$ cat src/hw/rtl/sepd_pkg.sv
// shared types and constants of the scaled envelope curve player
package sepd_pkg;

    localparam int MAX_POINTS = 64;
    localparam int PT_AW      = $clog2(MAX_POINTS);
    localparam int CFG_IW     = 3;
    localparam int CFG_DW     = 8;

    localparam logic [15:0] FULL_SCALE_PRODUCT = 16'd8192;
    localparam logic [15:0] MIN_SCALED_PRODUCT = 16'd32;
    localparam logic [4:0]  FRACTION_MASK      = 5'd31;
    localparam logic [7:0]  STEP_CEILING       = 8'd255;
    localparam logic [7:0]  BYTE_MAX           = 8'd255;
    localparam int          VOLUME_SHIFT       = 6;

    typedef enum logic [1:0] {
        KIND_WRITE = 2'd0,
        KIND_START = 2'd1,
        KIND_TICK  = 2'd2
    } kind_t;

    typedef enum logic [2:0] {
        REG_SPEED       = 3'd0,
        REG_SCALE       = 3'd1,
        REG_PITCH_MODE  = 3'd2,
        REG_POINT_COUNT = 3'd3,
        REG_LOOP_START  = 3'd4,
        REG_LOOP_END    = 3'd5,
        REG_INTERPOLATE = 3'd6
    } reg_idx_t;

    typedef enum logic [2:0] {
        ST_IDLE,
        ST_START,
        ST_TICK,
        ST_READ,
        ST_DIV,
        ST_DONE
    } state_t;

    typedef struct packed {
        logic        start;
        logic [15:0] dividend;
        logic [7:0]  divisor;
    } div_req_t;

    typedef struct packed {
        logic        done;
        logic [15:0] quotient;
    } div_rsp_t;

endpackage

$ cat src/hw/rtl/scaled_envelope_curve_player_unit.sv
// top level of the scaled envelope curve player
//
// channel | direction | handshake          | fields
// s_      | in        | s_valid / s_ready  | kind, point_index, point_value, released
// m_      | out       | m_valid / m_ready  | level, running
// cfg_    | in        | cfg_wr_en          | cfg_index, cfg_data
//
// point write, idle tick and unused kind go straight to ST_DONE; start passes ST_START first
// a tick without a ramp division passes ST_TICK and ST_READ, only ST_TICK when it ends the curve;
// one with it also waits in ST_DIV on the 16-step serial divider (one quotient bit per cycle)
// one word is in flight at a time; a finished word waits in the output register
// synchronous active-low reset clears control state; the point table is not cleared
module scaled_envelope_curve_player_unit (
    input  logic                        aclk,
    input  logic                        aresetn,
    input  logic                        cfg_wr_en,
    input  logic [sepd_pkg::CFG_IW-1:0] cfg_index,
    input  logic [sepd_pkg::CFG_DW-1:0] cfg_data,
    input  logic                        s_valid,
    output logic                        s_ready,
    input  logic [1:0]                  s_kind,
    input  logic [5:0]                  s_point_index,
    input  logic [15:0]                 s_point_value,
    input  logic                        s_released,
    output logic                        m_valid,
    input  logic                        m_ready,
    output logic [15:0]                 m_level,
    output logic                        m_running
);
    import sepd_pkg::*;

    state_t state_reg, state_next;

    logic [7:0]  speed_reg, scale_reg, loop_start_reg, loop_end_reg;
    logic [6:0]  point_count_reg;
    logic        pitch_mode_reg, interp_reg;

    logic [7:0]  position_reg, position_next;
    logic [7:0]  phase_acc_reg, phase_acc_next;
    logic [7:0]  countdown_reg, countdown_next;
    logic [7:0]  interval_reg, interval_next;
    logic [7:0]  phase_step_reg, phase_step_next;
    logic [15:0] ramp_acc_reg, ramp_acc_next;
    logic [15:0] ramp_step_reg, ramp_step_next;
    logic [15:0] level_reg, level_next;
    logic        unit_prec_reg, unit_prec_next;
    logic        sustain_reg, sustain_next;
    logic        playing_reg, playing_next;
    logic        rel_reg;
    logic        advance_reg, advance_next;
    logic [7:0]  prev_reg, prev_next;
    logic        oor_reg, oor_next;
    logic        neg_reg, neg_next;

    logic        m_valid_reg, m_valid_next;
    logic [15:0] m_level_reg, m_level_next;
    logic        m_running_reg, m_running_next;

    logic              s_accept;
    logic              out_free;
    logic              tbl_wr_en;
    logic [PT_AW-1:0]  tbl_rd_addr;
    logic [15:0]       tbl_rd_data;
    div_req_t          div_req;
    div_rsp_t          div_rsp;

    logic [15:0] product;
    logic [10:0] eff_raw;
    logic [7:0]  eff;
    logic [4:0]  frac;
    logic [8:0]  phase_sum;
    logic [8:0]  count9;
    logic [8:0]  pos_inc;
    logic        tick_stop;
    logic [7:0]  tick_pos;
    logic        tick_sustain;
    logic [15:0] target;
    logic        plain_load;
    logic        need_div;
    logic [15:0] signed_step;
    logic [15:0] ramp_sum;
    logic [15:0] ramp_div_sum;

    assign s_accept = s_valid && s_ready;
    assign s_ready  = (state_reg == ST_IDLE);
    assign out_free = !m_valid_reg || m_ready;

    assign tbl_wr_en = s_accept && (s_kind == KIND_WRITE) && (int'(s_point_index) < MAX_POINTS);

    sepd_ptab u_ptab (
        .aclk    (aclk),
        .wr_en   (tbl_wr_en),
        .wr_addr (PT_AW'(s_point_index)),
        .wr_data (s_point_value),
        .rd_addr (tbl_rd_addr),
        .rd_data (tbl_rd_data)
    );

    sepd_div u_div (
        .aclk    (aclk),
        .aresetn (aresetn),
        .req     (div_req),
        .rsp     (div_rsp)
    );

    // start arithmetic
    always_comb begin
        product = {8'd0, speed_reg} * {8'd0, scale_reg};
        eff_raw = product[15:5];
        if (scale_reg == 8'd0) begin
            eff = speed_reg;
        end else if (eff_raw == 11'd0) begin
            eff = 8'd1;
        end else if (eff_raw > {3'b0, BYTE_MAX}) begin
            eff = BYTE_MAX;
        end else begin
            eff = eff_raw[7:0];
        end
        if (scale_reg == 8'd0 || product < MIN_SCALED_PRODUCT) begin
            frac = 5'd0;
        end else if (product >= FULL_SCALE_PRODUCT) begin
            frac = 5'd1;
        end else begin
            frac = product[4:0] & FRACTION_MASK;
        end
    end

    // tick position update
    always_comb begin
        phase_sum    = {1'b0, phase_acc_reg} + {1'b0, phase_step_reg};
        count9       = (point_count_reg == 7'd0) ? 9'(MAX_POINTS) : {2'b0, point_count_reg};
        pos_inc      = {1'b0, position_reg} + 9'd1;
        tick_stop    = 1'b0;
        tick_pos     = position_reg;
        tick_sustain = sustain_reg;
        if (phase_sum[8] && countdown_reg < 8'd2) begin
            if (pos_inc >= count9) begin
                if (position_reg != loop_end_reg) begin
                    tick_stop = 1'b1;
                end else begin
                    tick_pos = loop_start_reg;
                end
            end else begin
                tick_pos = pos_inc[7:0];
                if (sustain_reg) begin
                    if (rel_reg) begin
                        tick_sustain = 1'b0;
                        if ({1'b0, loop_end_reg} < count9) begin
                            tick_pos = loop_end_reg;
                        end
                    end else if (pos_inc[7:0] > loop_end_reg) begin
                        tick_pos = loop_start_reg;
                    end
                end
            end
        end
    end

    // ramp decision after the table read
    always_comb begin
        target       = oor_reg ? 16'd0 :
                       (unit_prec_reg ? tbl_rd_data : {tbl_rd_data[15-VOLUME_SHIFT:0],
                                                       VOLUME_SHIFT'(0)});
        plain_load   = !advance_reg || !interp_reg || interval_reg < 8'd2 || prev_reg == 8'd2;
        need_div     = !plain_load && prev_reg < 8'd3;
        signed_step  = neg_reg ? (16'd0 - div_rsp.quotient) : div_rsp.quotient;
        ramp_sum     = ramp_acc_reg + ramp_step_reg;
        ramp_div_sum = ramp_acc_reg + signed_step;
    end

    assign tbl_rd_addr = (state_reg == ST_TICK) ? PT_AW'(tick_pos) : '0;

    // next state
    always_comb begin
        state_next = state_reg;
        case (state_reg)
            ST_IDLE: begin
                if (s_accept) begin
                    case (s_kind)
                        KIND_START: state_next = ST_START;
                        KIND_TICK:  state_next = playing_reg ? ST_TICK : ST_DONE;
                        default:    state_next = ST_DONE;
                    endcase
                end
            end
            ST_START: state_next = ST_DONE;
            ST_TICK:  state_next = tick_stop ? ST_DONE : ST_READ;
            ST_READ:  state_next = need_div ? ST_DIV : ST_DONE;
            ST_DIV:   state_next = div_rsp.done ? ST_DONE : ST_DIV;
            ST_DONE:  state_next = out_free ? ST_IDLE : ST_DONE;
            default:  state_next = ST_IDLE;
        endcase
    end

    // datapath and outputs
    always_comb begin
        position_next   = position_reg;
        phase_acc_next  = phase_acc_reg;
        countdown_next  = countdown_reg;
        interval_next   = interval_reg;
        phase_step_next = phase_step_reg;
        ramp_acc_next   = ramp_acc_reg;
        ramp_step_next  = ramp_step_reg;
        level_next      = level_reg;
        unit_prec_next  = unit_prec_reg;
        sustain_next    = sustain_reg;
        playing_next    = playing_reg;
        advance_next    = advance_reg;
        prev_next       = prev_reg;
        oor_next        = oor_reg;
        neg_next        = neg_reg;
        m_valid_next    = m_valid_reg && !m_ready;
        m_level_next    = m_level_reg;
        m_running_next  = m_running_reg;
        div_req         = '{start: 1'b0, dividend: '0, divisor: interval_reg};
        case (state_reg)
            ST_START: begin
                unit_prec_next  = pitch_mode_reg;
                level_next      = tbl_rd_data;
                ramp_acc_next   = pitch_mode_reg ? tbl_rd_data :
                                  {tbl_rd_data[15-VOLUME_SHIFT:0], VOLUME_SHIFT'(0)};
                interval_next   = eff;
                countdown_next  = (eff == BYTE_MAX) ? BYTE_MAX : eff + 8'd1;
                phase_step_next = STEP_CEILING - {3'b0, frac};
                position_next   = '0;
                phase_acc_next  = '0;
                ramp_step_next  = '0;
                sustain_next    = 1'b1;
                playing_next    = 1'b1;
            end
            ST_TICK: begin
                phase_acc_next = phase_sum[7:0];
                advance_next   = phase_sum[8];
                prev_next      = countdown_reg;
                if (phase_sum[8]) begin
                    countdown_next = (countdown_reg <= 8'd1) ? interval_reg :
                                     countdown_reg - 8'd1;
                end
                position_next = tick_pos;
                sustain_next  = tick_sustain;
                oor_next      = int'(tick_pos) >= MAX_POINTS;
                if (tick_stop) begin
                    playing_next = 1'b0;
                end
            end
            ST_READ: begin
                if (plain_load) begin
                    ramp_acc_next = target;
                    level_next    = unit_prec_reg ? target :
                                    {VOLUME_SHIFT'(0), target[15:VOLUME_SHIFT]};
                end else if (need_div) begin
                    neg_next         = target < ramp_acc_reg;
                    div_req.start    = 1'b1;
                    div_req.dividend = (target < ramp_acc_reg) ? ramp_acc_reg - target :
                                                                 target - ramp_acc_reg;
                end else begin
                    ramp_acc_next = ramp_sum;
                    level_next    = unit_prec_reg ? ramp_sum :
                                    {VOLUME_SHIFT'(0), ramp_sum[15:VOLUME_SHIFT]};
                end
            end
            ST_DIV: begin
                if (div_rsp.done) begin
                    ramp_step_next = signed_step;
                    ramp_acc_next  = ramp_div_sum;
                    level_next     = unit_prec_reg ? ramp_div_sum :
                                     {VOLUME_SHIFT'(0), ramp_div_sum[15:VOLUME_SHIFT]};
                end
            end
            ST_DONE: begin
                if (out_free) begin
                    m_valid_next   = 1'b1;
                    m_level_next   = level_reg;
                    m_running_next = playing_reg;
                end
            end
            default: begin
            end
        endcase
    end

    always_ff @(posedge aclk) begin
        if (!aresetn) begin
            state_reg       <= ST_IDLE;
            speed_reg       <= 8'd1;
            scale_reg       <= 8'd0;
            pitch_mode_reg  <= 1'b0;
            point_count_reg <= 7'd0;
            loop_start_reg  <= 8'd0;
            loop_end_reg    <= 8'd255;
            interp_reg      <= 1'b0;
            position_reg    <= '0;
            phase_acc_reg   <= '0;
            countdown_reg   <= '0;
            interval_reg    <= '0;
            phase_step_reg  <= '0;
            ramp_acc_reg    <= '0;
            ramp_step_reg   <= '0;
            level_reg       <= '0;
            unit_prec_reg   <= 1'b1;
            sustain_reg     <= 1'b0;
            playing_reg     <= 1'b0;
            m_valid_reg     <= 1'b0;
        end else begin
            state_reg      <= state_next;
            position_reg   <= position_next;
            phase_acc_reg  <= phase_acc_next;
            countdown_reg  <= countdown_next;
            interval_reg   <= interval_next;
            phase_step_reg <= phase_step_next;
            ramp_acc_reg   <= ramp_acc_next;
            ramp_step_reg  <= ramp_step_next;
            level_reg      <= level_next;
            unit_prec_reg  <= unit_prec_next;
            sustain_reg    <= sustain_next;
            playing_reg    <= playing_next;
            m_valid_reg    <= m_valid_next;
            if (cfg_wr_en) begin
                case (cfg_index)
                    REG_SPEED:       speed_reg       <= cfg_data;
                    REG_SCALE:       scale_reg       <= cfg_data;
                    REG_PITCH_MODE:  pitch_mode_reg  <= cfg_data[0];
                    REG_POINT_COUNT: point_count_reg <= cfg_data[6:0];
                    REG_LOOP_START:  loop_start_reg  <= cfg_data;
                    REG_LOOP_END:    loop_end_reg    <= cfg_data;
                    REG_INTERPOLATE: interp_reg      <= cfg_data[0];
                    default: begin
                    end
                endcase
            end
        end
        if (s_accept) begin
            rel_reg <= s_released;
        end
        advance_reg   <= advance_next;
        prev_reg      <= prev_next;
        oor_reg       <= oor_next;
        neg_reg       <= neg_next;
        m_level_reg   <= m_level_next;
        m_running_reg <= m_running_next;
    end

    assign m_valid   = m_valid_reg;
    assign m_level   = m_level_reg;
    assign m_running = m_running_reg;

endmodule

$ cat src/hw/rtl/sepd_ptab.sv
// curve point table memory with registered read
module sepd_ptab (
    input  logic                     aclk,
    input  logic                     wr_en,
    input  logic [sepd_pkg::PT_AW-1:0] wr_addr,
    input  logic [15:0]              wr_data,
    input  logic [sepd_pkg::PT_AW-1:0] rd_addr,
    output logic [15:0]              rd_data
);
    import sepd_pkg::*;

    logic [15:0] mem [MAX_POINTS];
    logic [15:0] rd_data_reg;

    always_ff @(posedge aclk) begin
        if (wr_en) begin
            mem[wr_addr] <= wr_data;
        end
        rd_data_reg <= mem[rd_addr];
    end

    assign rd_data = rd_data_reg;

endmodule

$ cat src/hw/rtl/sepd_div.sv
// bit-serial restoring divider, one quotient bit per cycle
module sepd_div (
    input  logic               aclk,
    input  logic               aresetn,
    input  sepd_pkg::div_req_t req,
    output sepd_pkg::div_rsp_t rsp
);
    import sepd_pkg::*;

    logic [7:0]  rem_reg, rem_next;
    logic [15:0] quo_reg, quo_next;
    logic [3:0]  cnt_reg, cnt_next;
    logic        busy_reg, busy_next;
    logic        done_reg, done_next;
    logic [8:0]  trial;
    logic [8:0]  trial_sub;
    logic        ge;

    always_comb begin
        trial     = {rem_reg, quo_reg[15]};
        trial_sub = trial - {1'b0, req.divisor};
        ge        = trial >= {1'b0, req.divisor};
        rem_next  = rem_reg;
        quo_next  = quo_reg;
        cnt_next  = cnt_reg;
        busy_next = busy_reg;
        done_next = 1'b0;
        if (req.start) begin
            rem_next  = '0;
            quo_next  = req.dividend;
            cnt_next  = 4'd15;
            busy_next = 1'b1;
        end else if (busy_reg) begin
            rem_next = ge ? trial_sub[7:0] : trial[7:0];
            quo_next = {quo_reg[14:0], ge};
            cnt_next = cnt_reg - 4'd1;
            if (cnt_reg == 4'd0) begin
                busy_next = 1'b0;
                done_next = 1'b1;
            end
        end
    end

    always_ff @(posedge aclk) begin
        if (!aresetn) begin
            busy_reg <= 1'b0;
            done_reg <= 1'b0;
            cnt_reg  <= '0;
        end else begin
            busy_reg <= busy_next;
            done_reg <= done_next;
            cnt_reg  <= cnt_next;
        end
        rem_reg <= rem_next;
        quo_reg <= quo_next;
    end

    assign rsp.done     = done_reg;
    assign rsp.quotient = quo_reg;

endmodule
$ cat config.mk
export PLATFORM = sky130hd
export DESIGN_NAME = scaled_envelope_curve_player_unit
export DESIGN_NICKNAME = d
export VERILOG_FILES = /design/src/hw/rtl/sepd_pkg.sv /design/src/hw/rtl/scaled_envelope_curve_player_unit.sv /design/src/hw/rtl/sepd_ptab.sv /design/src/hw/rtl/sepd_div.sv
export SDC_FILE = /design/constraint.sdc
export NUM_CORES = 2
export LEC_CHECK = 0
export BUFFER_PORTS_ARGS = -buffer_cell sky130_fd_sc_hd__buf_4
export CAP_MARGIN = 20
export CORE_MARGIN = 2
export CORE_UTILIZATION = 50
export DETAILED_ROUTE_END_ITERATION = 12
export GPL_TIMING_DRIVEN = 0
export HOLD_SLACK_MARGIN = 0.1
export MAX_ROUTING_LAYER = met4
export PLACE_DENSITY_LB_ADDON = 0.15
export SLEW_MARGIN = 20
export SYNTH_ARGS = -nofsm -noshare
export SYNTH_HDL_FRONTEND = slang
export SYNTH_SLANG_ARGS = --single-unit
$ cat constraint.sdc
create_clock -name aclk -period 8.05 [get_ports aclk]
set_input_delay 1.61 -clock aclk [delete_from_list [all_inputs] [get_ports aclk]]
set_output_delay 1.61 -clock aclk [all_outputs]
set_load 0.05 [all_outputs]
# [After elaboration in Yosys (flattened, before gate mapping)]
# Memories as Yosys holds them, arrays and structs flattened. A register that Yosys moved wholly into a read port is not among the register bits.
# Index checks and enable logic that the tools add are counted.
# Widths: inputs -> output; s select.
[word_totals] regBits=195 ramBits=1024 input_bits=41 out_inout_bits=19 elab_cells=198 mem_count=1
[classes] addsub=12 mul=1 order_cmp=13 n_eq_ne=23 n_mux=72 bitwise_logic=3 n_reduce_logical=41
[mem_list] name="u_ptab.mem" depth=64 word_bits=16 rd=1 rd_clocked_by_memory_dff=1 wr=1 line="sepd_ptab.sv:12" text="logic [15:0] mem [MAX_POINTS];"
[op_table] cell="$mux 16" n=17
[op_table] cell="$mux 8" n=14
[op_table] cell="$pmux 16 s3" n=2
[op_table] cell="$mux 17" n=3
[op_table] cell="$pmux 8 s2" n=3
[op_table] cell="$add 16x16->16" n=2
[op_table] cell="$pmux 16 s2" n=1
[op_table] cell="$sub 16x16->16" n=2
[op_table] cell="$lt 8x2->1 const B" n=3
[op_table] cell="$reduce_and 2->1" n=11
[op_table] cell="$mux 1" n=18
[op_table] cell="$pmux 3 s6" n=1
[op_table] cell="$ge 16x14->1 const B" n=1
[op_table] cell="$lt 16x16->1" n=1
[op_table] cell="$lt 16x6->1 const B" n=1
[op_table] cell="$mul 8x8->16" n=1
[op_table] cell="$sub 1x16->16 const A" n=1
[op_table] cell="$eq 3x3->1 const B" n=5
[op_table] cell="$eq 3x2->1 const B" n=4
[op_table] cell="$mux 3" n=4
[op_table] cell="$gt 11x8->1 const B" n=1
[op_table] cell="$logic_not 11->1" n=1
[op_table] cell="$mux 5" n=2
[op_table] cell="$add 8x1->9 const B" n=1
[op_table] cell="other kinds (39)" n=65

# [Logic depth before layout (Yosys ltp)]
[depth] depth_word=10 depth_mapped=25 ltp_nobuf=24

# [Modules after synthesis]
# A second synthesis with hierarchy kept.
[hier_totals] cells_unflattened=3821 area_unflattened_um2=56250.2
[modules_own_cells] mod="sepd_ptab" n_inst=1 cells_per_inst=1829 area_per_inst_um2=40042.2 seq_area_each_um2=31069.8
[modules_own_cells] mod="scaled_envelope_curve_player_unit" n_inst=1 cells_per_inst=1820 area_per_inst_um2=14460.1 seq_area_each_um2=3553.4
[modules_own_cells] mod="sepd_div" n_inst=1 cells_per_inst=172 area_per_inst_um2=1747.9 seq_area_each_um2=760.7

# [Least setup slack after synthesis]
# OpenSTA, ideal clock, no wires.
[synth_path] path_kind="flip-flop to flip-flop" from="reg speed_reg[3]" to="reg countdown_reg[1]" setup_time_ps=122 arrival_ps=5448 required_time_ps=7928 setup_slack_ps=2481 path_stages_with_launch=22 path_buffers=1 synth_period_minus_slack_ps=5569 cell_sequence="dfxtp_1 -> clkbuf_1 -> and2_1 -> fa_1 -> fa_1 -> inv_1 -> fa_1 -> inv_1 -> fa_1 -> ha_1 -> inv_1 -> o21bai_1 -> o31a_1 -> a41o_1 -> mux2_2 -> a2111oi_2 -> o311ai_0 -> o22a_1 -> ha_1 -> nand3_1 -> nand2_1 -> o311a_1"
[synth_between] elab_chain_len=8 word_cells_on_any_way=10 cone_classes="1 x add/sub; 1 x mul; 1 x order compare; 1 x eq/ne; 5 x mux; 1 x reduce/logical"
[synth_lines] item="start, declared" line="scaled_envelope_curve_player_unit.sv:34" text="logic [7:0] speed_reg, scale_reg, loop_start_reg, loop_end_reg;"
[synth_lines] item="start signal, assigned" line="scaled_envelope_curve_player_unit.sv:320" text="REG_SPEED: speed_reg <= cfg_data;"
[synth_lines] item="$mul 8x8->16 *" line="scaled_envelope_curve_player_unit.sv:108" text="product = {8'd0, speed_reg} * {8'd0, scale_reg};"
[synth_lines] item="$gt 11x8->1" line="scaled_envelope_curve_player_unit.sv:114" text="end else if (eff_raw > {3'b0, BYTE_MAX}) begin"
[synth_lines] item="$mux 8" line="scaled_envelope_curve_player_unit.sv:114"
[synth_lines] item="$mux 8 *" line="scaled_envelope_curve_player_unit.sv:112" text="end else if (eff_raw == 11'd0) begin"
[synth_lines] item="$mux 8 *" line="scaled_envelope_curve_player_unit.sv:110" text="if (scale_reg == 8'd0) begin"
[synth_lines] item="via eff[0]" line="scaled_envelope_curve_player_unit.sv:69" text="logic [7:0] eff;"
[synth_lines] item="$add 8x1->8 / $eq 8x8->1 (equally long branches)" line="scaled_envelope_curve_player_unit.sv:223" text="countdown_next = (eff == BYTE_MAX) ? BYTE_MAX : eff + 8'd1;"
[synth_lines] item="$mux 8 *" line="scaled_envelope_curve_player_unit.sv:223"
[synth_lines] item="$pmux 8 s2 *" line="scaled_envelope_curve_player_unit.sv:216" text="case (state_reg)"
[synth_lines] item="end signal, assigned" line="scaled_envelope_curve_player_unit.sv:308" text="countdown_reg <= countdown_next;"
[synth_lines] item="end, declared" line="scaled_envelope_curve_player_unit.sv:40" text="logic [7:0] countdown_reg, countdown_next;"
# The timed path passes the listed nets; every way through them passes the cells marked *.
# A chain may end at the register's enable or synchronous reset.

# [Final worst setup path]
[layout_path] from="reg position_reg[1]" to="reg u_ptab.rd_data_reg[12], in the netlist u_ptab.rd_data[12], read port of u_ptab.mem"
[layout_between] elab_chain_len=8 word_cells_on_any_way=12 cone_classes="1 x add/sub; 2 x order compare; 1 x eq/ne; 8 x mux"
[layout_lines] item="start, declared" line="scaled_envelope_curve_player_unit.sv:38" text="logic [7:0] position_reg, position_next;"
[layout_lines] item="start signal, assigned" line="scaled_envelope_curve_player_unit.sv:306" text="position_reg <= position_next;"
[layout_lines] item="$add 8x1->9" line="scaled_envelope_curve_player_unit.sv:132" text="pos_inc = {1'b0, position_reg} + 9'd1;"
[layout_lines] item="$gt 8x8->1" line="scaled_envelope_curve_player_unit.sv:151" text="end else if (pos_inc[7:0] > loop_end_reg) begin"
[layout_lines] item="$mux 8" line="scaled_envelope_curve_player_unit.sv:151"
[layout_lines] item="$mux 8" line="scaled_envelope_curve_player_unit.sv:146" text="if (rel_reg) begin"
[layout_lines] item="$mux 8" line="scaled_envelope_curve_player_unit.sv:145" text="if (sustain_reg) begin"
[layout_lines] item="$mux 8" line="scaled_envelope_curve_player_unit.sv:137" text="if (pos_inc >= count9) begin"
[layout_lines] item="$mux 8 *" line="scaled_envelope_curve_player_unit.sv:136" text="if (phase_sum[8] && countdown_reg < 8'd2) begin"
[layout_lines] item="$mux 6 *" line="scaled_envelope_curve_player_unit.sv:171" text="assign tbl_rd_addr = (state_reg == ST_TICK) ? PT_AW'(tick_pos) : '0;"
[layout_lines] item="end, declared" line="sepd_ptab.sv:13" text="logic [15:0] rd_data_reg;"
# Mark *: on every way between the ends. The rest lies on a longest branch, timed or not.

==> out/metrics.cfg <==
[timing]
final_max_slew_viol_count=0
slew_headroom_pct=20.3
timing.final.crit_share_pct=82.1
hold_viol_final=0
rsz0062_at_grt=false
worstMarginPinSlew_ns=1.20
tns_ns=0
max_freq_ghz=0.151
setup_viol=0
period_needed_ns=6.61
setup_slack_ns=1.44
fin_skew_ns=0.0233

[logic_synthesis]
synthFlopType=edfxtp_1
synth_area_per_cell_um2=11.1
synth_nets=5350
yosysSeqAreaShare_pct=62.2
synth_area_um2=56900
post_synth_num_cell_types=83
ys_async_sr_fraction_pct=0
synth_edf_count=1069
synthCells=5124
yosys_warnings=0
ys_seq_elements=1233

[min_path]
min-delay-start=level_reg[12]
min_path_cells=0
holdPathEnd=m_level[12]
hold_path.class=register to register

[detailed_routing]
routedWlPerCell_um=26.0
antenna_left=0
wl_um=182000
drt_first_pass_iters=6
drtIter0Drc=5247
vias_per_cell=6.03
drcViolationCount=0
vias=42200

[clock_tree]
clock-root-buffer=clkbuf_16
htreeDepth=4
clkTransAtPathRegs_ns=0.06
cts_tree=yes
cts_hold_buf=0
cts_buffers=135
clkLatencyLatePin_ns=0.75
cts_buffer_depth=3
cts.sinks=1233
cts_setup_buffers=0
cts_resized=0

[floorplanning]
ios=60
die_w_um=341
floorplan.rows=123
die_height_um=341
die_area_um2=117000
core-area_um2=113000
initial_utilization_pct=50.5

[setup_path]
cpLargestDelayFamily=compound AO/OA/AOI/OAI gates
r2r_slack_ns=1.44
regToRegEndpoint=u_ptab.rd_data[12]
slowest_stage=clkbuf_1
path_buf_inv=4
cp.arrival_ns=7.18
critical_path.max_stage_delay_ns=0.84
cp-start-kind=register
path_cells=clkbuf_1, and3_1, and3_1, xor2_1, ha_1, nand2_1, o21ai_0, o211ai_1, a21oi_1, o22ai_1, o221a_2, clkbuf_1, nor2_1, clkbuf_1, clkbuf_1, a21oi_1, a31oi_1, o22ai_1
cp-end-kind=register
crit-reg2reg-launch=position_reg[1]
crit_path_max_fanout=10
cp.depth=18
path_common_cell=clkbuf_1
path_class=register to register
reg2reg_depth=18
worstPathRequired_ns=8.62

[layout]
largest_reg_flops=1024
top_register=u_ptab.mem
drive_gt1_share_pct=9.53
syn_to_final_growth_pct=13.3
fin_nets=5606
fin_util_pct=57.2

[global_route]
overflow=0
grt_use_total_pct=31.9
first_global_vias=40100
grt_max_degree=65
antenna_found_initial=7
grt_pass1_wl_um=265000

[placed_design]
place.gp.congestion=0.993
hpwl_um=126000
port_buffers=53
dp_slack_ns=1.50

[power_and_ir_drop]
power.density_nw_per_um2=220
leakagePower_nw=23.7
peakVddDrop_mv=0.188

[status]
status=complete, no violations

[job]
maxCapViolCount=0

[layout by cell type, fill, tap and decap left out, types with 13 or more instances in the layout]
| cell type | instances |
|---|---|
| nor2_2 | 60 |
| buf_1 | 32 |
| edfxtp_1 | 1069 |
| fa_1 | 42 |
| xnor2_1 | 62 |
| and2_1 | 67 |
| dfxtp_1 | 164 |
| nor3_1 | 27 |
| a32oi_1 | 19 |
| inv_1 | 133 |
| o22ai_1 | 24 |
| clkbuf_16 | 136 |
| a32o_1 | 13 |
| nand4_1 | 15 |
| o21ai_0 | 142 |
| o221ai_1 | 30 |
| a21o_1 | 37 |
| a31oi_1 | 100 |
| a211oi_1 | 13 |
| a21oi_1 | 266 |
| buf_2 | 96 |
| nand3b_1 | 18 |
| clkbuf_1 | 201 |
| nand2b_1 | 20 |
| nand3_1 | 434 |
| o211ai_1 | 31 |
| clkinv_2 | 26 |
| nand2_1 | 1258 |
| buf_4 | 65 |
| ha_1 | 143 |
| nor2_1 | 149 |
| xor2_1 | 36 |
| mux2i_1 | 78 |
| buf_6 | 53 |
| nor2b_1 | 31 |
| clkinv_1 | 27 |
| a21boi_0 | 65 |
| and3_1 | 60 |
| o21bai_1 | 19 |
[cell type report]
type / instances / area, um2
antenna: 8 / 20.0
buffer: 310 / 1350
clock buffer: 169 / 3580
clock inverter: 77 / 728
fill: 9476 / 48200
inverter: 135 / 507
multi-input combinational: 3446 / 19900
sequential: 1233 / 35400
tap: 1500 / 1880
timing repair buffer: 119 / 1120
[how the worst max path moves through the flow]
| stage | endpoint | start |
|---|---|---|
| floorplan | countdown_reg[1] | speed_reg[3] |
| global placement | u_ptab.rd_data[7] | position_reg[1] |
| detailed placement | u_ptab.rd_data[5] | position_reg[1] |
| CTS | u_ptab.rd_data[5] | position_reg[1] |
| global route | u_ptab.rd_data[12] | position_reg[1] |
| finish | u_ptab.rd_data[12] | position_reg[1] |
[synth_stat cells (65+ instances only)]
cell type | count | share of area, %
clkbuf_1 | 173 | 1.1
mux2i_1 | 78 | 1.4
a21boi_0 | 65 | 0.86
dfxtp_1 | 164 | 5.8
and2_1 | 67 | 0.74
a21oi_1 | 266 | 2.3
nor2_1 | 213 | 1.4
edfxtp_1 | 1069 | 56
o21ai_0 | 142 | 1.2
ha_1 | 143 | 3.1
nand3_1 | 434 | 3.8
inv_1 | 133 | 0.88
buf_2 | 90 | 0.79
nand2_1 | 1258 | 8.3
a31oi_1 | 100 | 1.1
[cells by family after synthesis]
group,count (synthesis),synth area share (%)
buffers and inverters,445,3.25
AOI/OAI and AO/OA,879,10.0
and+or+nand+nor,2196,16.8
DFF,1233,62.2
muxes,88,1.57
xor gates and xnor gates,98,1.51
adders and majority gates,185,4.62
[worst register-to-register path, delay by kind of cell, from the launching register on]
family / cells / cell delay [ns]
and+or+nand+nor: 4 / 0.88
AOI/OAI and AO/OA: 8 / 2.68
buffers and inverters: 4 / 2.09
xor gates and xnor gates: 1 / 0.12
adders and majority gates: 1 / 0.33
DFF: 1 / 0.34
[power breakdown]
| part | total (W) | switching (W) | internal [W] |
|---|---|---|---|
| sequential | 0.00708 | 0.0000696 | 0.00701 |
| combinational | 0.00108 | 0.000725 | 0.000355 |
| clock | 0.00605 | 0.00261 | 0.00344 |
| total | 0.0142 | 0.00340 | 0.0108 |
[stage by stage]
stage	instances	hold slack, ns	area (um2)	total power (W)
floorplan	5124	0.403	56900	0.00787
global placement	6677	0.411	59200	0.00826
detailed placement	6743	0.419	60200	0.00827
CTS	6989	0.435	64500	0.0142
global route	6996	0.449	64500	0.0146
finish	6997	0.434	64500	0.0142
[metal layers]
metal / vias up / GRT usage, % / share of wire [%] / wire length (um)
met4: 0 / 15.2 / 5.4 / 9920
met3: 485 / 5.81 / 9.0 / 16400
met2: 2147 / 50.2 / 47 / 85000
met1: 20500 / 40.0 / 39 / 70700
li1: 19000 / - / - / -
met5: - / - / 0 / 0
Power figures use the tool's default switching activity.
